===== config.mk =====
export PLATFORM = sky130hd
export DESIGN_NAME = dpbp_lateral
export DESIGN_NICKNAME = d
export VERILOG_FILES = /design/src/rtl/depth_pixel_back_projection_assert.svh /design/src/rtl/dpbp_pkg.sv /design/src/rtl/dpbp_lateral.sv
export SDC_FILE = /design/constraint.sdc
export NUM_CORES = 2
export LEC_CHECK = 0
export BUFFER_PORTS_ARGS = -buffer_cell sky130_fd_sc_hd__buf_2
export CORE_AREA = 10 10 331 333
export DETAILED_ROUTE_END_ITERATION = 10
export DIE_AREA = 0 0 341 343
export GPL_TIMING_DRIVEN = 0
export SYNTH_ARGS = -nofsm -noshare
export SYNTH_HDL_FRONTEND = slang
export SYNTH_SLANG_ARGS = --single-unit

===== constraint.sdc =====
create_clock -name clk -period 13.6 [get_ports clk]
set_input_delay 2.04 -clock clk [delete_from_list [all_inputs] [get_ports clk]]
set_output_delay 2.04 -clock clk [all_outputs]
set_load 0.005 [all_outputs]

===== src/rtl/depth_pixel_back_projection_assert.svh =====
// Assertion macros used by the back-projection top level.
`ifndef DEPTH_PIXEL_BACK_PROJECTION_ASSERT_SVH
`define DEPTH_PIXEL_BACK_PROJECTION_ASSERT_SVH

// Same-cycle implication, disabled while in reset.
`define DPBP_ASSERT_SAME(label, clk, rst_n, cond, expr, msg) \
    label: assert property (@(posedge clk) disable iff (!rst_n) (cond) |-> (expr)) \
        else $error(msg);

// Next-cycle implication, disabled while in reset.
`define DPBP_ASSERT_NEXT(label, clk, rst_n, cond, expr, msg) \
    label: assert property (@(posedge clk) disable iff (!rst_n) (cond) |=> (expr)) \
        else $error(msg);

`endif


===== src/rtl/dpbp_pkg.sv =====
// Types, constants and register map of the depth pixel back-projection block.
package dpbp_pkg;

    localparam int COORD_BITS = 12;
    localparam int CENTER_W   = 13;
    localparam int INV_W      = 24;
    localparam int INV_HALF   = INV_W / 2;
    localparam int SCALE_W    = 16;
    localparam int DEPTH_W    = 16;
    localparam int Z_W        = 24;
    localparam int FRAC_SHIFT = 8;
    localparam int OUT_W      = 32;
    localparam int MAG_W      = (COORD_BITS + 1 > CENTER_W) ? COORD_BITS + 1 : CENTER_W;
    localparam int MZ_W       = MAG_W + Z_W;
    localparam int PART_W     = MZ_W + INV_HALF;
    // final scaling is 2^25: 12 bits dropped in the partial-product sum, 13 after
    localparam int TAIL_SHIFT = 25 - INV_HALF;
    localparam int Q_W        = PART_W - TAIL_SHIFT;

    localparam int STAGES = 5;

    localparam int PADDR_W = 5;
    localparam int PDATA_W = 32;

    localparam logic [2:0] REG_INV_FOCAL_X = 3'd0;
    localparam logic [2:0] REG_INV_FOCAL_Y = 3'd1;
    localparam logic [2:0] REG_CENTER_X2   = 3'd2;
    localparam logic [2:0] REG_CENTER_Y2   = 3'd3;
    localparam logic [2:0] REG_DEPTH_SCALE = 3'd4;

    localparam logic [INV_W-1:0]    RST_INV_FOCAL_X = 24'd31957;
    localparam logic [INV_W-1:0]    RST_INV_FOCAL_Y = 24'd31957;
    localparam logic [CENTER_W-1:0] RST_CENTER_X2   = 13'd639;
    localparam logic [CENTER_W-1:0] RST_CENTER_Y2   = 13'd479;
    localparam logic [SCALE_W-1:0]  RST_DEPTH_SCALE = 16'd256;

    typedef struct packed {
        logic [COORD_BITS-1:0] column;
        logic [COORD_BITS-1:0] row;
        logic [DEPTH_W-1:0]    depth_mm;
        logic [7:0]            red_in;
        logic [7:0]            green_in;
        logic [7:0]            blue_in;
    } pixel_t;

    typedef struct packed {
        logic signed [OUT_W-1:0] point_x;
        logic signed [OUT_W-1:0] point_y;
        logic [Z_W-1:0]          point_z;
        logic [7:0]              red_out;
        logic [7:0]              green_out;
        logic [7:0]              blue_out;
    } point_t;

    // per-stage load enables, stage 0 first
    typedef struct packed {
        logic [STAGES-1:0] en;
    } pipe_ctrl_t;

endpackage


===== src/rtl/dpbp_lateral.sv =====
// One lateral axis: centre offset, depth product, reciprocal product, floor and saturate.
module dpbp_lateral (
    input  logic                                  clk,
    input  dpbp_pkg::pipe_ctrl_t                  ctrl,
    input  logic [dpbp_pkg::COORD_BITS-1:0]       coord,
    input  logic [dpbp_pkg::CENTER_W-1:0]         center2,
    input  logic [dpbp_pkg::INV_W-1:0]            inv,
    input  logic [dpbp_pkg::Z_W-1:0]              z_s0,
    output logic signed [dpbp_pkg::OUT_W-1:0]     result
);
    import dpbp_pkg::*;

    logic [MAG_W-1:0]  twice;
    logic [MAG_W-1:0]  centre_ext;
    logic              neg_next;
    logic [MAG_W-1:0]  mag_next;
    logic [MAG_W-1:0]  mag_reg;
    logic [MZ_W-1:0]   mz_reg;
    logic [PART_W-1:0] hi_reg;
    logic [PART_W-1:0] lo_reg;
    logic [PART_W-1:0] sum_next;
    logic [Q_W-1:0]    q_reg;
    logic              rem_reg;
    logic [3:0]        neg_reg;
    logic [Q_W:0]      qn;
    logic [OUT_W-1:0]  res_next;
    logic [OUT_W-1:0]  res_reg;

    // stage 0: signed offset from the centre, as sign and magnitude
    assign twice      = MAG_W'({coord, 1'b0});
    assign centre_ext = MAG_W'(center2);
    assign neg_next   = twice < centre_ext;
    assign mag_next   = neg_next ? (centre_ext - twice) : (twice - centre_ext);

    // stage 3: floor(P / 2^12) from the two partial products
    assign sum_next = hi_reg + PART_W'(lo_reg[PART_W-1:INV_HALF]);

    // stage 4: saturate; negatives round toward minus infinity
    always_comb
    begin
        qn = {1'b0, q_reg} + (Q_W+1)'(rem_reg);
        if (!neg_reg[3])
        begin
            if (q_reg > Q_W'(32'h7FFF_FFFF))
                res_next = 32'h7FFF_FFFF;
            else
                res_next = q_reg[OUT_W-1:0];
        end
        else
        begin
            if (qn > (Q_W+1)'(33'h0_8000_0000))
                res_next = 32'h8000_0000;
            else
                res_next = (~qn[OUT_W-1:0]) + 32'd1;
        end
    end

    always_ff @(posedge clk)
    begin
        if (ctrl.en[0])
        begin
            mag_reg    <= mag_next;
            neg_reg[0] <= neg_next;
        end
        if (ctrl.en[1])
        begin
            mz_reg     <= mag_reg * z_s0;
            neg_reg[1] <= neg_reg[0];
        end
        if (ctrl.en[2])
        begin
            hi_reg     <= mz_reg * inv[INV_W-1:INV_HALF];
            lo_reg     <= mz_reg * inv[INV_HALF-1:0];
            neg_reg[2] <= neg_reg[1];
        end
        if (ctrl.en[3])
        begin
            q_reg      <= sum_next[PART_W-1:TAIL_SHIFT];
            rem_reg    <= (|sum_next[TAIL_SHIFT-1:0]) || (|lo_reg[INV_HALF-1:0]);
            neg_reg[3] <= neg_reg[2];
        end
        if (ctrl.en[4])
            res_reg <= res_next;
    end

    assign result = res_reg;

endmodule


## Yosys cells after proc, flatten, opt, wreduce, memory -nomap -nowiden

Index checks and enable logic that the tools add are counted.

- Memory bits (writable): 0
- Bits in latches: 0
- Output and inout port bits: 32
- ROM bits: 0
- Register bits after elaboration: 221
- Memories: 0

- $mul: 3
- Bitwise logic cells: 1
- Shifts and indexed selects: 0
- Add/subtract/negate cells: 5
- Magnitude comparators: 3
- Equal/unequal tests: 0
- Muxes and demuxes: 4
- Reduce and logical (&&, ||, !) cells: 3
- Div/mod/pow operators: 0

Operators by type and width:

| cell | count |
|---|---|
| multiplier 37 x 12 -> 49 bit | 2 |
| 2-to-1 mux 32 bit | 3 |
| adder 49 x 37 -> 49 bit | 1 |
| adder 36 x 1 -> 37 bit | 1 |
| greater-than comparator 37 x 32 -> 1 bit (second input constant) | 1 |
| multiplier 13 x 24 -> 37 bit | 1 |
| greater-than comparator 36 x 31 -> 1 bit (second input constant) | 1 |
| adder 32 x 1 -> 32 bit (second input constant) | 1 |
| inverter 32 bit | 1 |
| subtractor 13 bit | 2 |
| < comparator 13 bit | 1 |
| 2-to-1 mux 13 bit | 1 |
| OR reduction 13 bit | 1 |
| OR reduction 12 bit | 1 |
| logical OR 1 bit | 1 |

## Depth between registers and ports, before layout

- Depth after elaboration: 5
- Mapped depth: 25
- Gate-level depth less buffers: 22

## Worst setup path after synthesis

No wires, ideal clock.

- Path kind: input -> register
- From: input port inv[3] (netlist name)
- To: register lo_reg[45] (data pin)
- Slack: 5.663 ns
- Stages: 22
- Setup time: 0.271 ns
- Required time: 13.329 ns
- Data arrival time: 7.667 ns
- Buffers on the path: 2
- Cell sequence: clkbuf_1 > clkbuf_1 > nand2_1 > fa_1 > fa_1 > fa_1 > inv_1 > fa_1 > inv_1 > fa_1 > inv_1 > ha_1 > a21o_1 > a211o_1 > nor3b_1 > or2_2 > o311ai_1 > o211a_1 > o21ai_1 > nor2_1 > a2111oi_0 > xnor2_1

- Longest elaborated chain between the ends: 1

RTL lines:

| what | RTL line | text |
|---|---|---|
| start, declared | dpbp_lateral.sv:7 | `input logic [dpbp_pkg::INV_W-1:0] inv,` |
| multiplier 37 x 12 -> 49 bit | dpbp_lateral.sv:73 | `lo_reg <= mz_reg * inv[INV_HALF-1:0];` |
| end signal, assigned | dpbp_lateral.sv:73 |  |
| end, declared | dpbp_lateral.sv:20 | `logic [PART_W-1:0] lo_reg;` |

Every way passes these cells.
A chain may end at the register's enable or synchronous reset.

## Worst setup path in the final report

- From: input port inv[15] (netlist name)
- To: register hi_reg[47] (data pin)

- Longest elaborated chain between the ends: 1

RTL lines:

| what | RTL line | text |
|---|---|---|
| multiplier 37 x 12 -> 49 bit | dpbp_lateral.sv:72 | `hi_reg <= mz_reg * inv[INV_W-1:INV_HALF];` |
| end signal, assigned | dpbp_lateral.sv:72 |  |
| end, declared | dpbp_lateral.sv:19 | `logic [PART_W-1:0] hi_reg;` |

Every way passes these cells.

==> out/results.ini <==
[yosys]
yosysTopAreaCell = fa_1
synth_flop_cell = edfxtp_1
syn_avg_cell_area_um2 = 9.07
synthTopCellsByArea = fa_1 (39%), edfxtp_1 (14%), inv_1 (8.4%)
synth_cells = 5394
ys_seq_elements = 221
yosysWarnings = 0
ys_types = 92
netlist_area_um2 = 48900
ys_seq_area_share_pct = 13.6
synth_edf_count = 221
netlist.area_leader.share_pct = 38.7
synth_nets = 6737
synthArstFlopShare_pct = 0

[finish]
seqCellArea_um2 = 6640
final_cell_mix = inv_1 (1089), fa_1 (945), nand2_1 (913), and2_1 (415), ha_1 (319)
synthToLayoutAreaGrowth_pct = 6.65
num-fill-cells = 9893
drive_above_1_share_pct = 3.42
multi_input_area_um2 = 37100
final_common_cell = inv_1
final_nets = 6855

[sta]
rsz0062_at_grt = false
relSlewSlack_pct = 3.64
hold_viol = 0
fmax_mhz = 97.1
finalSetupTns_ns = 0
maxSlewViolCount = 0
setup_viol_count_final = 0
tightest_slew_ns = 1.45
period_minus_slack_ns = 10.30
timing.final.crit_share_pct = 75.8
finClkSkew_ns = 0.0619

[cts]
cts_buffer_depth = 3
clkLatencyLatePin_ns = 0.65
clk_pin_slew_ns = 0.06
cts_tree = yes
cts-root-buf = clkbuf_16
htree_levels = 1
cts.hold.buffers_added = 0
cts_setup_buffers = 0
numCtsBuffers = 28
postCtsResizedCells = 0
cts.sinks = 221

[placement]
place.gp.congestion = 0.949
numPortBuffers = 86
detailed_place_hpwl_mm = 121

[detailed_routing]
num_vias = 37130
dr.pass1.iters = 6
ant_nets = 0
first_iter_violations = 2784
post-route-drc-count = 0
drt-total-wl_mm = 145
routedWlPerCell_um = 20.9
viasPerCell = 5.37

[setup_path]
crit_fanout = 13
cp-end-kind = register
cp.arrival_ns = 10.69
cp-start-kind = input pin
crit_required_ns = 13.98
crit_type = in2reg

[global_route]
grt_first_pass_wirelength_mm = 227
grt_pass1_vias = 38901
overflow = 0
grt_max_degree = 78
antenna_found_initial = 10
grt_usage_pct = 25.0

[hold_path]
hold_path_class = reg2reg

[floorplan]
dieArea_um2 = 117000
ioPinCount = 111
die_y_um = 343
start_util_pct = 47.5
coreArea_um2 = 103000
rows = 118
chipWidth_um = 341

[job]
drv_cap = 0

[status]
status = finished, final reports clean

==> routing by layer <==
metal	share of wire, %	track usage (%)
met5	0.035	0
met3	7.5	4.63
met1	41	32.3
met2	47	41.6
met4	4.4	9.27
==> worst max-delay path: stages <==
cell and delay (ns):
clkbuf_1 1.02, clkbuf_1 0.95, nand2_1 0.22, fa_1 0.50, fa_1 0.55, inv_1 0.06
fa_1 0.52, fa_1 0.53, inv_1 0.05, fa_1 0.54, inv_1 0.06, ha_1 0.27
clkbuf_1 0.22, a21o_1 0.23, a21o_1 0.17, a21oi_1 0.24, o221ai_1 0.16, a31oi_1 0.70
o21ai_0 0.36, a41o_1 0.38, a21boi_0 0.48, o21ai_0 0.21, xor2_1 0.19
==> cells in the mapped netlist (5+ instances only) <==
| master | count |
|---|---|
| nand2b_1 | 26 |
| nor3_1 | 45 |
| edfxtp_1 | 221 |
| and2_1 | 415 |
| mux2i_1 | 10 |
| ha_1 | 319 |
| o21ai_0 | 103 |
| or2_2 | 6 |
| a21oi_1 | 162 |
| nand4_1 | 37 |
| o211a_1 | 6 |
| and3_1 | 32 |
| inv_1 | 1089 |
| o41ai_1 | 5 |
| or3_1 | 13 |
| o21a_1 | 26 |
| nor2b_1 | 26 |
| o211ai_2 | 8 |
| a21o_1 | 112 |
| clkbuf_1 | 258 |
| a311o_1 | 5 |
| o21bai_1 | 24 |
| nand3b_1 | 6 |
| a311oi_1 | 6 |
| fa_1 | 945 |
| nor2_1 | 109 |
| a211oi_1 | 17 |
| a31oi_1 | 17 |
| a21boi_0 | 13 |
| nand2_1 | 913 |
| nand3_1 | 50 |
| o211ai_1 | 18 |
| nor3b_1 | 7 |
| a211o_1 | 8 |
| xnor2_1 | 132 |
| xor2_1 | 63 |
| o31ai_1 | 13 |
| o21ai_1 | 5 |
| buf_4 | 5 |
| nor4_1 | 10 |
| and4_1 | 9 |
==> worst paths after layout <==
path	end	cells after the start	slack (ns)	from
setup / recovery	hi_reg[47]	23	3.30	inv[15]
hold / removal	neg_reg[3]	0	0.43	neg_reg[2]
hold reg to reg	neg_reg[3]	0	0.43	neg_reg[2]
setup reg to reg	hi_reg[47]	22	5.51	mz_reg[12]
==> logic make-up (layout without fill, tap and decap cells) <==
group / count (synthesis) / after routing / synth area share, %
and+or+nand+nor: 1730 / 1730 / 17.0
buffers and inverters: 1364 / 1504 / 10.6
adders and majority gates: 1264 / 1264 / 46.8
AOI/OAI and AO/OA: 609 / 609 / 8.31
DFF: 221 / 221 / 13.6
xor gates and xnor gates: 195 / 195 / 3.49
muxes: 11 / 11 / 0.228
other: 0 / 6 / 0
==> stage by stage <==
stage          setup WS [ns]  std cells  hold WS, ns  util, %  cell area, um2
2_1_floorplan           5.66       5394        0.400        -           48900
3_3_place_gp            2.90       6860        0.406     49.6           51100
3_5_place_dp            2.95       6862        0.410     49.7           51100
4_1_cts                 3.61       6914        0.427     50.7           52100
5_1_grt                 3.14       6916        0.429     50.7           52100
6_report                3.30       6920        0.430     50.7           52200
==> cell type report <==
class	instances	area share [%]
Clock inverter	23	0.643
Clock buffer	29	1.35
Timing Repair Buffer	88	0.902
Buffer	273	2.05
Inverter	1091	7.85
Sequential cell	221	12.7
Antenna cell	6	0.0288
Multi-Input combinational cell	3809	71.1
Tap cell	1380	3.31
Power is left out: the tool's default activity adds up to more than one toggle a clock period on the data nets, which glitch-free logic cannot reach.
